**src/hdl/mtep_pkg.sv**
```systemverilog
// ----------------------------------------------------------------------------
// MIDI track event parser package
// Shared widths, status codes, parse phases and the command passed from the
// byte parser to the timing back end.
// ----------------------------------------------------------------------------
package mtep_pkg;

	localparam int TIME_BITS = 32;
	localparam int DELTA_W   = 28;
	localparam int SCALE_W   = 10;
	localparam int PROD_W    = DELTA_W + SCALE_W;
	localparam int SUM_W     = ((TIME_BITS > PROD_W) ? TIME_BITS : PROD_W) + 1;
	localparam int TICK_W    = 32;
	localparam int EXT_W     = (TIME_BITS > TICK_W) ? TIME_BITS : TICK_W;

	localparam logic [SUM_W-1:0] TIME_MAX =
		{{(SUM_W - TIME_BITS){1'b0}}, {TIME_BITS{1'b1}}};

	localparam int Q_DEPTH   = 4;
	localparam int Q_PTR_W   = $clog2(Q_DEPTH);
	localparam int Q_CNT_W   = $clog2(Q_DEPTH + 1);

	localparam logic [SCALE_W-1:0] SCALE_RESET = SCALE_W'(1);

	localparam logic [3:0] KIND_NONE      = 4'h0;
	localparam logic [3:0] KIND_NOTE_OFF  = 4'h8;
	localparam logic [3:0] KIND_NOTE_ON   = 4'h9;
	localparam logic [3:0] KIND_PROGRAM   = 4'hC;
	localparam logic [3:0] KIND_PRESSURE  = 4'hD;
	localparam logic [3:0] KIND_SYSTEM    = 4'hF;

	localparam logic [7:0] ST_SYSEX       = 8'hF0;
	localparam logic [7:0] ST_SYSEX_ESC   = 8'hF7;
	localparam logic [7:0] ST_META        = 8'hFF;
	localparam logic [7:0] META_END       = 8'd47;

	localparam logic [1:0] EV_NOTE_OFF    = 2'd0;
	localparam logic [1:0] EV_NOTE_ON     = 2'd1;
	localparam logic [1:0] EV_END         = 2'd2;

	typedef enum logic [2:0] {
		PH_DELTA     = 3'd0,
		PH_STATUS    = 3'd1,
		PH_DATA1     = 3'd2,
		PH_DATA2     = 3'd3,
		PH_SKIP      = 3'd4,
		PH_META_TYPE = 3'd5,
		PH_LEN       = 3'd6,
		PH_DONE      = 3'd7
	} phase_t;

	typedef struct packed {
		logic               clear;
		logic               add;
		logic               emit;
		logic [DELTA_W-1:0] delta;
		logic [1:0]         kind;
		logic [3:0]         channel;
		logic [6:0]         note;
		logic [6:0]         velocity;
	} cmd_t;

	typedef struct packed {
		logic full;
		logic empty;
	} q_stat_t;

endpackage

```
**src/hdl/mtep_front.sv**
```systemverilog
// ----------------------------------------------------------------------------
// MIDI track event parser front end
// Walks the track byte stream, follows running status and skips unwanted
// messages, and issues time and event commands to the back end.
// ----------------------------------------------------------------------------
module mtep_front (
	input  logic           clk,
	input  logic           arst_n,
	input  logic [7:0]     data_byte,
	input  logic           track_start,
	input  logic           accept,
	output logic           cmd_valid,
	output mtep_pkg::cmd_t cmd
);

	mtep_pkg::phase_t                phase_q, eff_phase, phase_d;
	logic [mtep_pkg::DELTA_W-1:0]    acc_q, eff_acc, acc_d, acc_shift;
	logic [1:0]                      cnt_q, eff_cnt, cnt_d;
	logic [3:0]                      run_kind_q, eff_run_kind, run_kind_d;
	logic [3:0]                      run_ch_q, eff_run_ch, run_ch_d;
	logic [6:0]                      first_q, eff_first, first_d;
	logic [mtep_pkg::DELTA_W-1:0]    skip_q, eff_skip, skip_d, skip_shift;
	logic                            quantity_end;
	logic                            one_data;
	logic [3:0]                      hi;

	// A track start clears the parse state before its own byte is parsed.
	always_comb begin
		eff_phase    = track_start ? mtep_pkg::PH_DELTA : phase_q;
		eff_acc      = track_start ? '0 : acc_q;
		eff_cnt      = track_start ? '0 : cnt_q;
		eff_run_kind = track_start ? mtep_pkg::KIND_NONE : run_kind_q;
		eff_run_ch   = track_start ? '0 : run_ch_q;
		eff_first    = track_start ? '0 : first_q;
		eff_skip     = track_start ? '0 : skip_q;
	end

	assign acc_shift    = {eff_acc[mtep_pkg::DELTA_W-8:0], data_byte[6:0]};
	assign skip_shift   = {eff_skip[mtep_pkg::DELTA_W-8:0], data_byte[6:0]};
	assign quantity_end = !data_byte[7] || (eff_cnt == 2'd3);
	assign hi           = data_byte[7:4];
	assign one_data     = (eff_run_kind == mtep_pkg::KIND_PROGRAM) ||
	                      (eff_run_kind == mtep_pkg::KIND_PRESSURE);

	always_comb begin
		phase_d    = eff_phase;
		acc_d      = eff_acc;
		cnt_d      = eff_cnt;
		run_kind_d = eff_run_kind;
		run_ch_d   = eff_run_ch;
		first_d    = eff_first;
		skip_d     = eff_skip;
		unique case (eff_phase)
			mtep_pkg::PH_DELTA: begin
				if (quantity_end) begin
					acc_d   = '0;
					cnt_d   = '0;
					phase_d = mtep_pkg::PH_STATUS;
				end else begin
					acc_d = acc_shift;
					cnt_d = eff_cnt + 2'd1;
				end
			end
			mtep_pkg::PH_STATUS: begin
				if (!data_byte[7]) begin
					if (eff_run_kind == mtep_pkg::KIND_NONE) begin
						phase_d = mtep_pkg::PH_DELTA;
					end else if (eff_run_kind == mtep_pkg::KIND_NOTE_OFF ||
					             eff_run_kind == mtep_pkg::KIND_NOTE_ON) begin
						first_d = data_byte[6:0];
						phase_d = mtep_pkg::PH_DATA2;
					end else if (one_data) begin
						phase_d = mtep_pkg::PH_DELTA;
					end else begin
						skip_d  = mtep_pkg::DELTA_W'(1);
						phase_d = mtep_pkg::PH_SKIP;
					end
				end else if (hi != mtep_pkg::KIND_SYSTEM) begin
					run_kind_d = hi;
					run_ch_d   = data_byte[3:0];
					if (hi == mtep_pkg::KIND_NOTE_OFF || hi == mtep_pkg::KIND_NOTE_ON) begin
						phase_d = mtep_pkg::PH_DATA1;
					end else if (hi == mtep_pkg::KIND_PROGRAM ||
					             hi == mtep_pkg::KIND_PRESSURE) begin
						skip_d  = mtep_pkg::DELTA_W'(1);
						phase_d = mtep_pkg::PH_SKIP;
					end else begin
						skip_d  = mtep_pkg::DELTA_W'(2);
						phase_d = mtep_pkg::PH_SKIP;
					end
				end else if (data_byte == mtep_pkg::ST_META) begin
					phase_d = mtep_pkg::PH_META_TYPE;
				end else if (data_byte == mtep_pkg::ST_SYSEX ||
				             data_byte == mtep_pkg::ST_SYSEX_ESC) begin
					skip_d  = '0;
					cnt_d   = '0;
					phase_d = mtep_pkg::PH_LEN;
				end else begin
					phase_d = mtep_pkg::PH_DELTA;
				end
			end
			mtep_pkg::PH_DATA1: begin
				first_d = data_byte[6:0];
				phase_d = mtep_pkg::PH_DATA2;
			end
			mtep_pkg::PH_DATA2: begin
				phase_d = mtep_pkg::PH_DELTA;
			end
			mtep_pkg::PH_SKIP: begin
				if (eff_skip <= mtep_pkg::DELTA_W'(1)) begin
					skip_d  = '0;
					phase_d = mtep_pkg::PH_DELTA;
				end else begin
					skip_d = eff_skip - mtep_pkg::DELTA_W'(1);
				end
			end
			mtep_pkg::PH_META_TYPE: begin
				if (data_byte == mtep_pkg::META_END) begin
					phase_d = mtep_pkg::PH_DONE;
				end else begin
					skip_d  = '0;
					cnt_d   = '0;
					phase_d = mtep_pkg::PH_LEN;
				end
			end
			mtep_pkg::PH_LEN: begin
				skip_d = skip_shift;
				if (quantity_end) begin
					cnt_d   = '0;
					phase_d = (skip_shift == '0) ? mtep_pkg::PH_DELTA : mtep_pkg::PH_SKIP;
				end else begin
					cnt_d = eff_cnt + 2'd1;
				end
			end
			mtep_pkg::PH_DONE: begin
				phase_d = mtep_pkg::PH_DONE;
			end
		endcase
	end

	always_comb begin
		cmd_valid    = track_start;
		cmd.clear    = track_start;
		cmd.add      = 1'b0;
		cmd.emit     = 1'b0;
		cmd.delta    = acc_shift;
		cmd.kind     = mtep_pkg::EV_NOTE_OFF;
		cmd.channel  = eff_run_ch;
		cmd.note     = eff_first;
		cmd.velocity = data_byte[6:0];
		unique case (eff_phase)
			mtep_pkg::PH_DELTA: begin
				if (quantity_end) begin
					cmd_valid = 1'b1;
					cmd.add   = 1'b1;
				end
			end
			mtep_pkg::PH_DATA2: begin
				cmd_valid = 1'b1;
				cmd.emit  = 1'b1;
				if (eff_run_kind == mtep_pkg::KIND_NOTE_ON && data_byte[6:0] != 7'd0) begin
					cmd.kind = mtep_pkg::EV_NOTE_ON;
				end
			end
			mtep_pkg::PH_META_TYPE: begin
				if (data_byte == mtep_pkg::META_END) begin
					cmd_valid    = 1'b1;
					cmd.emit     = 1'b1;
					cmd.kind     = mtep_pkg::EV_END;
					cmd.channel  = '0;
					cmd.note     = '0;
					cmd.velocity = '0;
				end
			end
			mtep_pkg::PH_STATUS, mtep_pkg::PH_DATA1, mtep_pkg::PH_SKIP,
			mtep_pkg::PH_LEN, mtep_pkg::PH_DONE: begin
				cmd.emit = 1'b0;
			end
		endcase
	end

	always_ff @(posedge clk or negedge arst_n) begin
		if (!arst_n) begin
			phase_q    <= mtep_pkg::PH_DELTA;
			acc_q      <= '0;
			cnt_q      <= '0;
			run_kind_q <= mtep_pkg::KIND_NONE;
			run_ch_q   <= '0;
			first_q    <= '0;
			skip_q     <= '0;
		end else if (accept) begin
			phase_q    <= phase_d;
			acc_q      <= acc_d;
			cnt_q      <= cnt_d;
			run_kind_q <= run_kind_d;
			run_ch_q   <= run_ch_d;
			first_q    <= first_d;
			skip_q     <= skip_d;
		end
	end

endmodule

```
**src/hdl/mtep_queue.sv**
```systemverilog
// ----------------------------------------------------------------------------
// MIDI track event parser command queue
// A short first-in first-out store of commands between front and back end.
// ----------------------------------------------------------------------------
module mtep_queue (
	input  logic              clk,
	input  logic              arst_n,
	input  logic              push,
	input  mtep_pkg::cmd_t    push_cmd,
	input  logic              pop,
	output mtep_pkg::cmd_t    head_cmd,
	output mtep_pkg::q_stat_t stat
);

	mtep_pkg::cmd_t                 mem_q [mtep_pkg::Q_DEPTH];
	logic [mtep_pkg::Q_PTR_W-1:0]   wr_ptr_q, rd_ptr_q;
	logic [mtep_pkg::Q_CNT_W-1:0]   count_q;

	assign stat.full  = (count_q == mtep_pkg::Q_CNT_W'(mtep_pkg::Q_DEPTH));
	assign stat.empty = (count_q == '0);
	assign head_cmd   = mem_q[rd_ptr_q];

	always_ff @(posedge clk) begin
		if (push) begin
			mem_q[wr_ptr_q] <= push_cmd;
		end
	end

	always_ff @(posedge clk or negedge arst_n) begin
		if (!arst_n) begin
			wr_ptr_q <= '0;
			rd_ptr_q <= '0;
			count_q  <= '0;
		end else begin
			if (push) begin
				wr_ptr_q <= (wr_ptr_q == mtep_pkg::Q_PTR_W'(mtep_pkg::Q_DEPTH - 1)) ?
				            '0 : wr_ptr_q + mtep_pkg::Q_PTR_W'(1);
			end
			if (pop) begin
				rd_ptr_q <= (rd_ptr_q == mtep_pkg::Q_PTR_W'(mtep_pkg::Q_DEPTH - 1)) ?
				            '0 : rd_ptr_q + mtep_pkg::Q_PTR_W'(1);
			end
			if (push && !pop) begin
				count_q <= count_q + mtep_pkg::Q_CNT_W'(1);
			end else if (pop && !push) begin
				count_q <= count_q - mtep_pkg::Q_CNT_W'(1);
			end
		end
	end

endmodule

```
**src/hdl/mtep_back.sv**
```systemverilog
// ----------------------------------------------------------------------------
// MIDI track event parser back end
// Scales delta times, keeps the saturating absolute tick time and drives the
// event output register.
// ----------------------------------------------------------------------------
module mtep_back (
	input  logic                          clk,
	input  logic                          arst_n,
	input  logic                          cfg_we,
	input  logic [mtep_pkg::SCALE_W-1:0]  cfg_wdata,
	input  logic                          q_empty,
	input  mtep_pkg::cmd_t                head_cmd,
	output logic                          pop,
	output logic                          out_valid,
	input  logic                          out_ready,
	output logic [1:0]                    out_kind,
	output logic [3:0]                    out_channel,
	output logic [6:0]                    out_note,
	output logic [6:0]                    out_velocity,
	output logic [mtep_pkg::TICK_W-1:0]   out_tick
);

	logic [mtep_pkg::SCALE_W-1:0]   scale_q;
	logic                           valid_s1;
	mtep_pkg::cmd_t                 cmd_s1;
	logic [mtep_pkg::PROD_W-1:0]    prod_s1;
	logic [mtep_pkg::TIME_BITS-1:0] time_q, base, time_d;
	logic [mtep_pkg::SUM_W-1:0]     sum;
	logic [mtep_pkg::EXT_W-1:0]     base_ext;
	logic                           go_s1, load_s1;
	logic                           out_valid_q;

	assign go_s1   = valid_s1 && !(cmd_s1.emit && out_valid_q && !out_ready);
	assign load_s1 = !valid_s1 || go_s1;
	assign pop     = load_s1 && !q_empty;

	assign base     = cmd_s1.clear ? '0 : time_q;
	assign sum      = mtep_pkg::SUM_W'(base) + mtep_pkg::SUM_W'(prod_s1);
	assign time_d   = !cmd_s1.add ? base :
	                  (sum > mtep_pkg::TIME_MAX) ? {mtep_pkg::TIME_BITS{1'b1}} :
	                  sum[mtep_pkg::TIME_BITS-1:0];
	assign base_ext = mtep_pkg::EXT_W'(base);

	always_ff @(posedge clk or negedge arst_n) begin
		if (!arst_n) begin
			scale_q <= mtep_pkg::SCALE_RESET;
		end else if (cfg_we) begin
			scale_q <= cfg_wdata;
		end
	end

	always_ff @(posedge clk or negedge arst_n) begin
		if (!arst_n) begin
			valid_s1    <= 1'b0;
			time_q      <= '0;
			out_valid_q <= 1'b0;
		end else begin
			if (load_s1) begin
				valid_s1 <= !q_empty;
			end
			if (go_s1) begin
				time_q <= time_d;
			end
			if (go_s1 && cmd_s1.emit) begin
				out_valid_q <= 1'b1;
			end else if (out_ready) begin
				out_valid_q <= 1'b0;
			end
		end
	end

	always_ff @(posedge clk) begin
		if (pop) begin
			cmd_s1  <= head_cmd;
			prod_s1 <= mtep_pkg::PROD_W'(head_cmd.delta) * mtep_pkg::PROD_W'(scale_q);
		end
		if (go_s1 && cmd_s1.emit) begin
			out_kind     <= cmd_s1.kind;
			out_channel  <= cmd_s1.channel;
			out_note     <= cmd_s1.note;
			out_velocity <= cmd_s1.velocity;
			out_tick     <= base_ext[mtep_pkg::TICK_W-1:0];
		end
	end

	assign out_valid = out_valid_q;

endmodule

```
**src/hdl/midi_track_event_parser.sv**
```systemverilog
// ----------------------------------------------------------------------------
// MIDI track event parser
// Parses Standard MIDI File track bytes into note and end-of-track events.
// ----------------------------------------------------------------------------
// The block takes one track byte per cycle on the slave stream, with
// s_tuser[0] set on the first byte of a track, and delivers note-off,
// note-on and end-of-track events on the master stream with a saturating
// absolute tick time. The byte parser accepts a byte in every cycle while its
// four-entry command queue has room; each byte yields at most one command.
// The back end takes one command per cycle through a two-stage path: the
// delta-by-scale multiply in the first stage and the saturating time add in
// the second. An event command is held in the first stage while an earlier
// event waits to be taken. With the master side ready, an event passes from
// the queue through the first stage into the output register.
// The queue lets the next byte in while an event waits to be taken, while it has room.
// The tick scale is written through cfg_we and cfg_wdata; the user must do so
// only while the block is idle, as the block does not enforce it. It resets to one.
module midi_track_event_parser (
	input  logic        clk,
	input  logic        arst_n,
	input  logic        cfg_we,
	input  logic [9:0]  cfg_wdata,
	input  logic        s_tvalid,
	output logic        s_tready,
	input  logic [7:0]  s_tdata,   // data_byte[7:0]
	input  logic [0:0]  s_tuser,   // track_start[0]
	output logic        m_tvalid,
	input  logic        m_tready,
	output logic [55:0] m_tdata,   // channel[3:0], note_number[10:4],
	                               // velocity[17:11], tick_time[49:18], zero
	output logic [1:0]  m_tuser    // event_kind[1:0]
);

	logic              accept;
	logic              cmd_valid;
	mtep_pkg::cmd_t    cmd, head_cmd;
	logic              q_push, q_pop;
	mtep_pkg::q_stat_t q_stat;
	logic [3:0]        out_channel;
	logic [6:0]        out_note, out_velocity;
	logic [mtep_pkg::TICK_W-1:0] out_tick;

	assign s_tready = !q_stat.full;
	assign accept   = s_tvalid && s_tready;
	assign q_push   = accept && cmd_valid;

	mtep_front u_front (
		.clk         (clk),
		.arst_n      (arst_n),
		.data_byte   (s_tdata),
		.track_start (s_tuser[0]),
		.accept      (accept),
		.cmd_valid   (cmd_valid),
		.cmd         (cmd)
	);

	mtep_queue u_queue (
		.clk      (clk),
		.arst_n   (arst_n),
		.push     (q_push),
		.push_cmd (cmd),
		.pop      (q_pop),
		.head_cmd (head_cmd),
		.stat     (q_stat)
	);

	mtep_back u_back (
		.clk          (clk),
		.arst_n       (arst_n),
		.cfg_we       (cfg_we),
		.cfg_wdata    (cfg_wdata),
		.q_empty      (q_stat.empty),
		.head_cmd     (head_cmd),
		.pop          (q_pop),
		.out_valid    (m_tvalid),
		.out_ready    (m_tready),
		.out_kind     (m_tuser),
		.out_channel  (out_channel),
		.out_note     (out_note),
		.out_velocity (out_velocity),
		.out_tick     (out_tick)
	);

	assign m_tdata = {6'd0, out_tick, out_velocity, out_note, out_channel};

	a_no_push_when_full: assert property (@(posedge clk) disable iff (!arst_n)
		q_stat.full |-> !q_push)
		else $error("Command pushed into a full queue.");

	a_no_pop_when_empty: assert property (@(posedge clk) disable iff (!arst_n)
		q_stat.empty |-> !q_pop)
		else $error("Command popped from an empty queue.");

	a_end_fields_zero: assert property (@(posedge clk) disable iff (!arst_n)
		(m_tvalid && m_tuser == mtep_pkg::EV_END) |-> (m_tdata[17:0] == 18'd0))
		else $error("End-of-track event carries note fields.");

	a_kind_legal: assert property (@(posedge clk) disable iff (!arst_n)
		m_tvalid |-> (m_tuser == mtep_pkg::EV_NOTE_OFF || m_tuser == mtep_pkg::EV_NOTE_ON ||
		              m_tuser == mtep_pkg::EV_END))
		else $error("Event of unknown kind delivered.");

endmodule
```
**config.mk**
```make
export PLATFORM = sky130hd
export DESIGN_NAME = midi_track_event_parser
export DESIGN_NICKNAME = d
export VERILOG_FILES = /design/src/hdl/mtep_pkg.sv /design/src/hdl/mtep_front.sv /design/src/hdl/mtep_queue.sv /design/src/hdl/mtep_back.sv /design/src/hdl/midi_track_event_parser.sv
export SDC_FILE = /design/constraint.sdc
export NUM_CORES = 1
export LEC_CHECK = 0
export ABC_AREA = 0
export ABC_CLOCK_PERIOD_IN_PS = 7900
export BUFFER_PORTS_ARGS = -buffer_cell sky130_fd_sc_hd__buf_2
export CORE_MARGIN = 3
export CORE_UTILIZATION = 55
export DETAILED_ROUTE_END_ITERATION = 10
export PLACE_DENSITY_LB_ADDON = 0.08
export SYNTH_ARGS = -nofsm -noshare
export SYNTH_HDL_FRONTEND = slang
export SYNTH_SLANG_ARGS = --single-unit
```
**constraint.sdc**
```tcl
create_clock -name clk -period 7.9 [get_ports clk]
set_input_delay 1.58 -clock clk [delete_from_list [all_inputs] [get_ports clk]]
set_output_delay 1.58 -clock clk [all_outputs]
set_load 0.005 [all_outputs]
```
After elaboration in Yosys (flattened, before gate mapping)
Memory sizes are Yosys's and may differ from the RTL's.
Cells that the tools add are included.

word-level totals
  output and inout bits = 60
  bits in registers = 233
  memory bits (writable) = 204
  input port bits = 24
  logic and storage cells = 169
  memories kept = 1

operators by class
  multiply operators = 1
  order comparisons = 2
  reduce and logical (&&, ||, !) cells = 33
  add/sub/neg operators = 7
  multiplexer cells = 74
  equal/unequal tests = 24

memories
  name           words  bits a word  rd ports  clocked after memory_dff  write ports  RTL line          RTL
  u_queue.mem_q  4      51           1         0                         1            mtep_queue.sv:15  mtep_pkg::cmd_t mem_q [mtep_pkg::Q_DEPTH];

operator list
  operator                                                                 number
  28-bit 2-to-1 mux                                                        11
  28-bit case mux with 4 select lines                                      1
  32-bit 2-to-1 mux                                                        3
  21-bit 2-to-1 mux                                                        3
  3-bit 2-to-1 mux                                                         15
  32-bit by 38-bit adder with 39-bit output                                1
  39-bit by 32-bit > comparator with 1-bit output (second input constant)  1
  28-bit by 10-bit multiplier with 38-bit output                           1
  4-bit == test (second input constant)                                    8
  4-bit 2-to-1 mux                                                         8
  28-bit by 1-bit <= comparator with 1-bit output (second input constant)  1
  28-bit zero test                                                         1
  7-bit 2-to-1 mux                                                         4
  28-bit by 1-bit subtractor with 28-bit output (second input constant)    1
  8-bit == test (second input constant)                                    3
  3-bit case mux with 8 select lines                                       1
  2-bit 2-to-1 mux                                                         10
  20-bit 2-to-1 mux                                                        1
  18-bit 2-to-1 mux                                                        1
  3-bit == test (second input constant)                                    5
  7-bit case mux with 2 select lines                                       1
  1-bit 2-to-1 mux                                                         11
  1-bit logical AND                                                        10
  8-bit by 6-bit == test with 1-bit output (second input constant)         1
  other kinds (18)                                                         38

Longest topological paths before layout
Gate-level depths: netlist of the first run.

  depth after elaboration = 10
  gate-level depth with buffers = 25
  gate-level depth less buffers = 23

Hierarchy
From an unflattened synthesis of the first run, not the netlist that was laid out.

unflattened totals
  cells, all modules = 2,472
  area total of the unflattened synthesis = 28,651.2 µm²

by module, submodules not included
  module                   area an instance (µm²)  sequential area each (µm²)  times used  cells each
  mtep_back                15,900.2                4,495.6                     1           1,574
  mtep_queue               7,837.5                 6,301.0                     1           304
  mtep_front               4,845.9                 1,726.7                     1           584
  midi_track_event_parser  67.6                    0.0                         1           10

Least setup slack after synthesis of the first run
OpenSTA, ideal clock, no wires.

  path kind = register -> register
  start point = reg u_queue.rd_ptr_q[0] (netlist bit)
  end point = reg u_back.prod_s1[36] (netlist bit) (data pin)
  period minus slack after synthesis = 6.892 ns
  library setup time = 0.258 ns
  stages on the path, launching flop included = 24
  buffers on the path = 3
  data required time = 7.642 ns
  data arrival time = 6.634 ns
  setup slack = 1.008 ns
  cell sequence = dfrtp_1 clkbuf_1 clkbuf_1 mux4_2 and2_1 fa_1 fa_1 fa_1 fa_1 inv_1 fa_1 inv_1 ha_1 clkbuf_1 nand4_1 or3_1 inv_1 o211ai_1 a311oi_1 nor2_1 a31oi_1 a21o_1 a21oi_1 xnor2_1

on the way
  cells in the longest elaborated chain, start to end = 2

ends and longest elaborated chain
  item                                            RTL line          RTL
  from (decl)                                     mtep_queue.sv:16  logic [mtep_pkg::Q_PTR_W-1:0] wr_ptr_q, rd_ptr_q;
  from (signal assigned)                          mtep_queue.sv:40  rd_ptr_q <= (rd_ptr_q == mtep_pkg::Q_PTR_W'(mtep_pkg::Q_DEPTH - 1)) ?
  memory read 4 x 51 bit                          n/a
  28-bit by 10-bit multiplier with 38-bit output  mtep_back.sv:75   prod_s1 <= mtep_pkg::PROD_W'(head_cmd.delta) * mtep_pkg::PROD_W'(scale_q);
  to (signal assigned)                            mtep_back.sv:75
  to (decl)                                       mtep_back.sv:26   logic [mtep_pkg::PROD_W-1:0] prod_s1;

Every way passes these cells.
A chain may end at the register's enable or synchronous reset.

Final worst setup path of the first run
  start point = reg u_queue.rd_ptr_q[0] (netlist bit)
  end point = reg u_back.prod_s1[35] (netlist bit) (data pin)

The elaborated chain is that of the path after synthesis.

==> out/qor.json, run 1 <==
{
  "global_routing": {
    "grt_pass1_vias": 19300,
    "track_usage_pct": 23.4,
    "grt_max_degree": 64,
    "wire_length_of_the_first_global_routing_pass_um": 101000,
    "gr-total-overflow": 0,
    "antenna_found_initial": 0
  },
  "timing": {
    "worst_pin_slew_ns": 1.13,
    "grt_setup_unrepaired": "no",
    "hold_violations": 0,
    "min_period_over_period_pct": 87.8,
    "finalWorstPathRequiredPeriod_ns": 6.93,
    "max_slew_margin_pct": 25.0,
    "skew_ns": 0.0218,
    "report.final.slew_viol_count": 0,
    "max_freq_mhz": 144,
    "fin_tns_setup_ns": 0,
    "finalSetupViolCount": 0
  },
  "clock_tree": {
    "h_tree_lvl_count": 2,
    "cts_made_buffers": 46,
    "clock-root-buffer": "clkbuf_16",
    "cts_hold_buf": 0,
    "clkTransAtPathRegs_ns": 0.06,
    "cts.repair.resized": 0,
    "cts_tree": "done",
    "post_cts_buffers": 0,
    "clock_sink_count": 437,
    "worst_skew_pair.late_latency_ns": 0.58,
    "clockBufferDepth": 3
  },
  "logic_synthesis": {
    "synthCells": 2462,
    "synthTopCellsByArea": "edfxtp_1, fa_1, dfrtp_1",
    "post_synth.cell_area_avg_um2": 11.5,
    "synth-seq-area-share_pct": 44.3,
    "async_reset_ff_share_pct": 27.5,
    "synth_common_cells": "edfxtp_1, nand2_1, inv_1, fa_1, and2_1",
    "ys.flop_type": "edfxtp_1",
    "synth.distinct_cells": 83,
    "synth_enable_flop_cells": 317,
    "yosysWarningCount": 0,
    "synth_top_area_cell": "edfxtp_1",
    "synthMostInstantiatedCell": "edfxtp_1",
    "netlist_area_um2": 28300,
    "synth.ff_latch_count": 437,
    "synth_top_area_share_pct": 33.7
  },
  "floorplan": {
    "floorplan.initialDensity_pct": 56.0,
    "core_area_um2": 50500,
    "row_count": 82,
    "floorplan.io_pins": 84,
    "die_w_um": 233,
    "die_area_um2": 54200,
    "die_y_um": 233
  },
  "routing": {
    "drt_drc_violations_left": 0,
    "wl_per_cell_um": 19.0,
    "wl_um": 60900,
    "ant_nets": 0,
    "drt_pre_antenna_iters": 5,
    "avgViaCountPerCell": 5.76,
    "dr_total_vias": 18500,
    "first_iter_violations": 1242
  },
  "placement": {
    "gp_routability_congestion": 0.864,
    "numPortBuffers": 77,
    "detailedPlacementHpwl_um": 42800
  },
  "setup_path": {
    "worst-endpoint-required_ns": 8.22,
    "r2r_start": "u_queue.rd_ptr_q[0]",
    "crit_path_max_fanout": 30,
    "critical_path_arrival_ns": 7.26,
    "reg2regPathDepth": 21,
    "rrSetupSlack_ns": 0.97,
    "critical_path_class": "reg2reg",
    "worst_setup_path_end_kind": "register",
    "critPathLaunchType": "register",
    "rr_endpoint": "u_back.prod_s1[35]"
  },
  "worst_hold_path": {
    "holdCritStartpoint": "u_back.cmd_s1[6]",
    "hp-class": "reg2reg",
    "worst_hold_path.endpoint": "u_back.out_velocity[6]",
    "hold_path_depth": 0
  },
  "outcome": {
    "status": "complete, no violations"
  },
  "final_layout": {
    "final.fill_count": 4143,
    "drive_above_1_share_pct": 11.7,
    "diodes": 0,
    "area_delta_synth_final_pct": 8.89,
    "design.final.nets": 2841
  },
  "job": {
    "maxCapViolCount": 0
  }
}
[layer usage]
layer  part of all wire, %  wire length, µm  global-route usage, %  vias to the layer above
li1                      -                -                      -                     8645
met1                    46            27800                   33.7                     9223
met2                    47            28800                   38.4                      509
met3                   5.3             3230                   2.84                       84
met4                   1.9             1130                   5.87                        0
met5                     0                0                      0                        -
[critical path: stages (launching register included)]
cell	delay, ns
dfrtp_4	0.81
mux4_2	0.70
and2_1	0.23
fa_1	0.44
fa_1	0.49
inv_1	0.05
fa_1	0.52
inv_1	0.05
fa_1	0.47
inv_1	0.05
fa_1	0.47
inv_1	0.04
ha_1	0.32
a211o_1	0.30
o31ai_1	0.30
a21oi_1	0.22
a21oi_1	0.33
a211oi_1	0.16
or2_2	0.33
nand2b_1	0.15
a21oi_1	0.18
xnor2_1	0.08
[cell type report]
cell class / instances / area, µm² / area share [%]
Multi-Input combinational cell: 1694 / 14400 / 46.9
Clock inverter: 28 / 364 / 1.18
Sequential cell: 437 / 12500 / 40.7
Timing Repair Buffer: 104 / 591 / 1.92
Inverter: 212 / 796 / 2.58
Clock buffer: 58 / 1230 / 3.99
Tap cell: 672 / 841 / 2.73
[through the flow]
stage | utilization (%) | worst slack [ns] | area, µm² | cells | hold slack [ns]
floorplan | - | 1.01 | 28300 | 2467 | 0.400
global placement | 57.8 | 0.956 | 29200 | 3119 | 0.404
detailed placement | 57.8 | 0.896 | 29200 | 3119 | 0.405
CTS | 61.0 | 0.889 | 30800 | 3205 | 0.419
global route | 61.0 | 0.506 | 30800 | 3205 | 0.425
finish | 61.0 | 0.965 | 30800 | 3205 | 0.417
[state kept, by name, summed over array words and instances, names as in the netlist, 7 cells and up]
signal and cells:
u_back.cmd_s1 23, u_back.out_note 7, u_back.out_tick 32, u_back.out_velocity 7
u_back.prod_s1 38, u_back.scale_q 10, u_back.time_q 32, u_front.acc_q 21
u_front.first_q 7, u_front.skip_q 28, u_queue.mem_q 204
[cells in the final DEF, fill, tap and decap left out, drive strengths merged, types with 104 or more instances in the layout]
cell,synthesis,routed
and2,161,161
edfxtp,317,317
fa,208,208
ha,114,114
buf,24,104
o21ai,115,115
dfrtp,119,119
inv,212,214
nand2,261,261
a21oi,174,174
[kinds of logic (layout without fill, tap and decap cells)]
kind of cell,count (synthesis),count (layout),share of synthesized area (%)
AO/OA/AOI/OAI,488,488,11.2
other,1,6,0.0133
flip-flops,437,437,44.3
AND/OR/NAND/NOR,746,746,13.2
adder cells (fa/ha/maj),322,322,19.8
XOR/XNOR,67,67,2.08
multiplexers,65,65,4.62
buffers and inverters,336,402,4.83
[worst max path at each step]
stage | from | endpoint | slack (ns) | depth (start not counted)
global route | u_queue.rd_ptr_q[0] | u_back.prod_s1[35] | 0.51 | 20
floorplan | u_queue.rd_ptr_q[0] | u_back.prod_s1[36] | 1.01 | 23
global placement | u_queue.rd_ptr_q[0] | u_back.prod_s1[35] | 0.96 | 21
detailed placement | u_queue.rd_ptr_q[0] | u_back.prod_s1[35] | 0.90 | 21
finish | u_queue.rd_ptr_q[0] | u_back.prod_s1[35] | 0.97 | 21
CTS | u_queue.rd_ptr_q[0] | u_back.prod_s1[35] | 0.89 | 21
Power of run 1 is left out: the tool's default activity adds up to more than one toggle a clock period on the data nets, which glitch-free logic cannot reach.
==> run 2, diff against run 1 <==
- SYNTH_HIERARCHICAL: unset -> 1
==> out/qor.json, run 2 <==
{
  "floorplan": {
    "die_y": {"value": 234, "unit": "µm", "change": "+0.65%"},
    "row_count": {"value": 83, "change": "+1.2%"},
    "floorplan.io_pins": {"value": 84, "change": "unchanged"},
    "die_w": {"value": 234, "unit": "µm", "change": "+0.65%"},
    "die_area": {"value": 54900, "unit": "µm²", "change": "+1.3%"},
    "floorplan.initialDensity": {"value": 55.7, "unit": "%", "change": "-0.27 points"},
    "core_area": {"value": 51400, "unit": "µm²", "change": "+1.8%"}
  },
  "setup_path": {
    "rr_endpoint": "u_back/prod_s1[37]",
    "critical_path_cell_count": {"value": 21, "change": "unchanged"},
    "crit_path_max_fanout": {"value": 21, "change": "-30%"},
    "critical_path_arrival": {"value": 7.85, "unit": "ns", "change": "+0.59 ns"},
    "rrSetupSlack": {"value": 0.39, "unit": "ns", "change": "-0.58 ns"},
    "reg2regPathDepth": {"value": 21, "change": "unchanged"},
    "critPathMostFrequentCell": "fa_1",
    "critPathLaunchType": "register",
    "cpMaxStageDelayCell": "mux4_1",
    "worst_setup_path_end_kind": "register",
    "crit_path_max_incr_delay": {"value": 0.81, "unit": "ns", "change": "about the same"},
    "crit_buf_inv": {"value": 4, "change": "unchanged"},
    "start_point_of_the_critical_path": "u_queue/rd_ptr_q[0]",
    "worst-endpoint-required": {"value": 8.24, "unit": "ns", "change": "+0.02 ns"},
    "r2r_start": "u_queue/rd_ptr_q[0]",
    "critical_path_class": "reg2reg",
    "timing.critical_path.to": "u_back/prod_s1[37]",
    "timing.critical_path.cells": "buf_4 > mux4_1 > and2_1 > fa_1 > fa_1 > fa_1 > fa_1 > inv_1 > fa_1 > inv_1 > ha_1 > and3_1 > nand2_1 > nor2_1 > o21ai_0 > a2111oi_1 > buf_4 > o21ai_0 > o2111ai_1 > a21oi_1 > xnor2_1",
    "critPathTopFamily": "adder cells"
  },
  "clock_tree": {
    "cts.repair.resized": {"value": 0, "change": "unchanged"},
    "h_tree_lvl_count": {"value": 2, "change": "unchanged"},
    "cts_hold_buf": {"value": 0, "change": "unchanged"},
    "post_cts_buffers": {"value": 0, "change": "unchanged"},
    "clkTransAtPathRegs": {"value": 0.07, "unit": "ns", "change": "about the same"},
    "cts_tree": "done",
    "cts_made_buffers": {"value": 46, "change": "unchanged"},
    "clock_sink_count": {"value": 437, "change": "unchanged"},
    "worst_skew_pair.late_latency": {"value": 0.59, "unit": "ns", "change": "about the same"},
    "clock-root-buffer": "clkbuf_16",
    "clockBufferDepth": {"value": 3, "change": "unchanged"}
  },
  "logic_synthesis": {
    "synth_top_area_share": {"value": 33.2, "unit": "%", "change": "-0.45 points"},
    "synth_top_area_cell": "edfxtp_1",
    "synth_common_cells": "edfxtp_1, inv_1, nand2_1, fa_1, and2_1",
    "async_reset_ff_share": {"value": 27.5, "unit": "%", "change": "unchanged"},
    "synth.ff_latch_count": {"value": 437, "change": "unchanged"},
    "synthMostInstantiatedCell": "edfxtp_1",
    "netlist_area": {"value": 28700, "unit": "µm²", "change": "+1.3%"},
    "synth-seq-area-share": {"value": 43.7, "unit": "%", "change": "-0.59 points"},
    "yosysWarningCount": {"value": 6, "change": "+6"},
    "synth.distinct_cells": {"value": 91, "change": "+9.6%"},
    "synthTopCellsByArea": "edfxtp_1, fa_1, dfrtp_1",
    "post_synth.cell_area_avg": {"value": 11.6, "unit": "µm²", "change": "+0.93%"},
    "synth_enable_flop_cells": {"value": 317, "change": "unchanged"},
    "ys.flop_type": "edfxtp_1",
    "synthCells": {"value": 2472, "change": "+0.41%"}
  },
  "global_routing": {
    "antenna_found_initial": {"value": 0, "change": "unchanged"},
    "wire_length_of_the_first_global_routing_pass": {"value": 107000, "unit": "µm", "change": "+5.6%"},
    "track_usage": {"value": 24.8, "unit": "%", "change": "+1.4 points"},
    "gr-total-overflow": {"value": 0, "change": "unchanged"},
    "grt_pass1_vias": {"value": 19400, "change": "+0.89%"},
    "grt_max_degree": {"value": 65, "change": "+1.6%"}
  },
  "placement": {
    "detailedPlacementHpwl": {"value": 45900, "unit": "µm", "change": "+7.1%"},
    "gp_routability_congestion": {"value": 0.900, "change": "+4.1%"},
    "post_dp_cell_area": {"value": 29400, "unit": "µm²", "change": "+0.54%"},
    "numPortBuffers": {"value": 77, "change": "unchanged"}
  },
  "timing": {
    "fin_tns_setup": {"value": 0, "unit": "ns", "change": "unchanged"},
    "min_period_over_period": {"value": 95.1, "unit": "%", "change": "+7.3 points"},
    "hold_violations": {"value": 0, "change": "unchanged"},
    "skew": {"value": 0.0282, "unit": "ns", "change": "+0.00637 ns"},
    "report.final.slew_viol_count": {"value": 0, "change": "unchanged"},
    "max_slew_margin": {"value": 17.7, "unit": "%", "change": "-7.2 points"},
    "finalWorstPathRequiredPeriod": {"value": 7.51, "unit": "ns", "change": "+0.577 ns"},
    "grt_setup_unrepaired": "no",
    "max_freq": {"value": 133, "unit": "MHz", "change": "-7.7%"},
    "finalSetupViolCount": {"value": 0, "change": "unchanged"},
    "fin_worst_hold_slack": {"value": 0.421, "unit": "ns", "change": "+0.00332 ns"},
    "worst_pin_slew": {"value": 1.23, "unit": "ns", "change": "+0.108 ns"}
  },
  "routing": {
    "ant_nets": {"value": 0, "change": "unchanged"},
    "wl": {"value": 65800, "unit": "µm", "change": "+8.1%"},
    "drt_pre_antenna_iters": {"value": 6, "change": "+1"},
    "dr_total_vias": {"value": 18700, "change": "+1.5%"},
    "first_iter_violations": {"value": 1411, "change": "+14%"},
    "wl_per_cell": {"value": 20.7, "unit": "µm", "change": "+8.7%"},
    "drt_drc_violations_left": {"value": 0, "change": "unchanged"},
    "avgViaCountPerCell": {"value": 5.88, "change": "+2.1%"}
  },
  "final_layout": {
    "largestRegisters": "u_queue/mem_q x204, u_back/prod_s1 x38",
    "final_cell_area": {"value": 31000, "unit": "µm²", "change": "+0.70%"},
    "design.final.nets": {"value": 2814, "change": "-0.95%"},
    "largest_reg_flops": {"value": 204, "change": "unchanged"},
    "drive_above_1_share": {"value": 12.0, "unit": "%", "change": "+0.25 points"},
    "area_delta_synth_final_pct": 8.19,
    "mostFrequentLayoutCell": "edfxtp_1",
    "largest_register": "u_queue/mem_q",
    "layout.cells.most_common_list": "edfxtp_1, inv_1, nand2_1, fa_1, and2_1"
  },
  "outcome": {
    "status": "complete, no violations"
  },
  "job": {
    "maxCapViolCount": {"value": 0, "change": "unchanged"}
  },
  "worst_hold_path": {
    "hp-class": "reg2reg"
  }
}
[run 2: cell count changes in the layout (fill, tap and decap cells not counted), moves of 8 or more]
cell,before,now
o21bai_1,19,11
a21oi_2,31,20
o21ai_0,110,57
nor4_1,5,14
o2bb2ai_1,5,16
nand2_1,261,222
a21oi_1,143,120
and2_1,157,174
inv_1,212,225
[run 2: kinds of logic (layout without fill, tap and decap cells)]
logic type | Yosys count | after routing | share of synthesized area (%)
simple gates | 742 | 742 | 13.4
flops | 437 | 437 | 43.7
buf+inv | 387 | 416 | 5.75
fa+ha+maj | 322 | 322 | 19.5
xor+xnor | 74 | 74 | 2.26
compound gates | 437 | 437 | 10.5
other cells | 1 | 7 | 0.0131
mux | 72 | 72 | 4.87
[run 2: worst reg2reg max path, delay by kind of cell (launching register included)]
family | cells | cell delay (ns)
AO/OA/AOI/OAI | 5 | 1.26
flip-flops | 1 | 0.70
XOR/XNOR | 1 | 0.12
buffers and inverters | 4 | 0.70
multiplexers | 1 | 0.83
AND/OR/NAND/NOR | 4 | 0.65
adder cells (fa/ha/maj) | 6 | 3.01
[run 2: cell type report]
cell class / count / area [µm²]
flip-flops and latches: 437 / 12500
well taps: 680 / 851
inverters: 226 / 848
repair buffers: 104 / 591
multi-input cells: 1653 / 14500
diodes: 1 / 2.50
clock inverters: 29 / 383
fillers: 4154 / 20400
clock buffers: 57 / 1250
[run 2: layer usage]
metal / part of all wire (%) / global-route usage [%] / vias up
li1: - / - / 8604
met3: 5.5 / 3.58 / 87
met1: 46 / 36.1 / 9497
met4: 1.6 / 5.41 / 0
met5: 0 / 0 / -
met2: 47 / 40.2 / 548
[run 2: worst min-delay path by stage]
stage | from | end | slack (ns) | cells after the start
after floorplan | u_back/cmd_s1[14] | u_back/out_channel[0] | 0.40 | 0
after global placement | u_back/cmd_s1[19] | u_back/out_kind[1] | 0.40 | 0
after detailed placement | u_back/cmd_s1[17] | u_back/out_channel[3] | 0.41 | 0
after CTS | u_back/cmd_s1[17] | u_back/out_channel[3] | 0.42 | 0
after global routing | u_back/cmd_s1[17] | u_back/out_channel[3] | 0.43 | 0
final | u_back/cmd_s1[17] | u_back/out_channel[3] | 0.42 | 0
[run 2: stage by stage]
step | cells | utilization (%) | setup WS, ns
6_report | 3187 | 60.3 | 0.388
5_1_grt | 3186 | 60.3 | 0.0195
4_1_cts | 3186 | 60.3 | 0.359
3_5_place_dp | 3100 | 57.1 | 0.382
3_3_place_gp | 3100 | 57.1 | 0.450
2_1_floorplan | 2477 | - | 1.33
Power of run 2 is left out for the same reason.
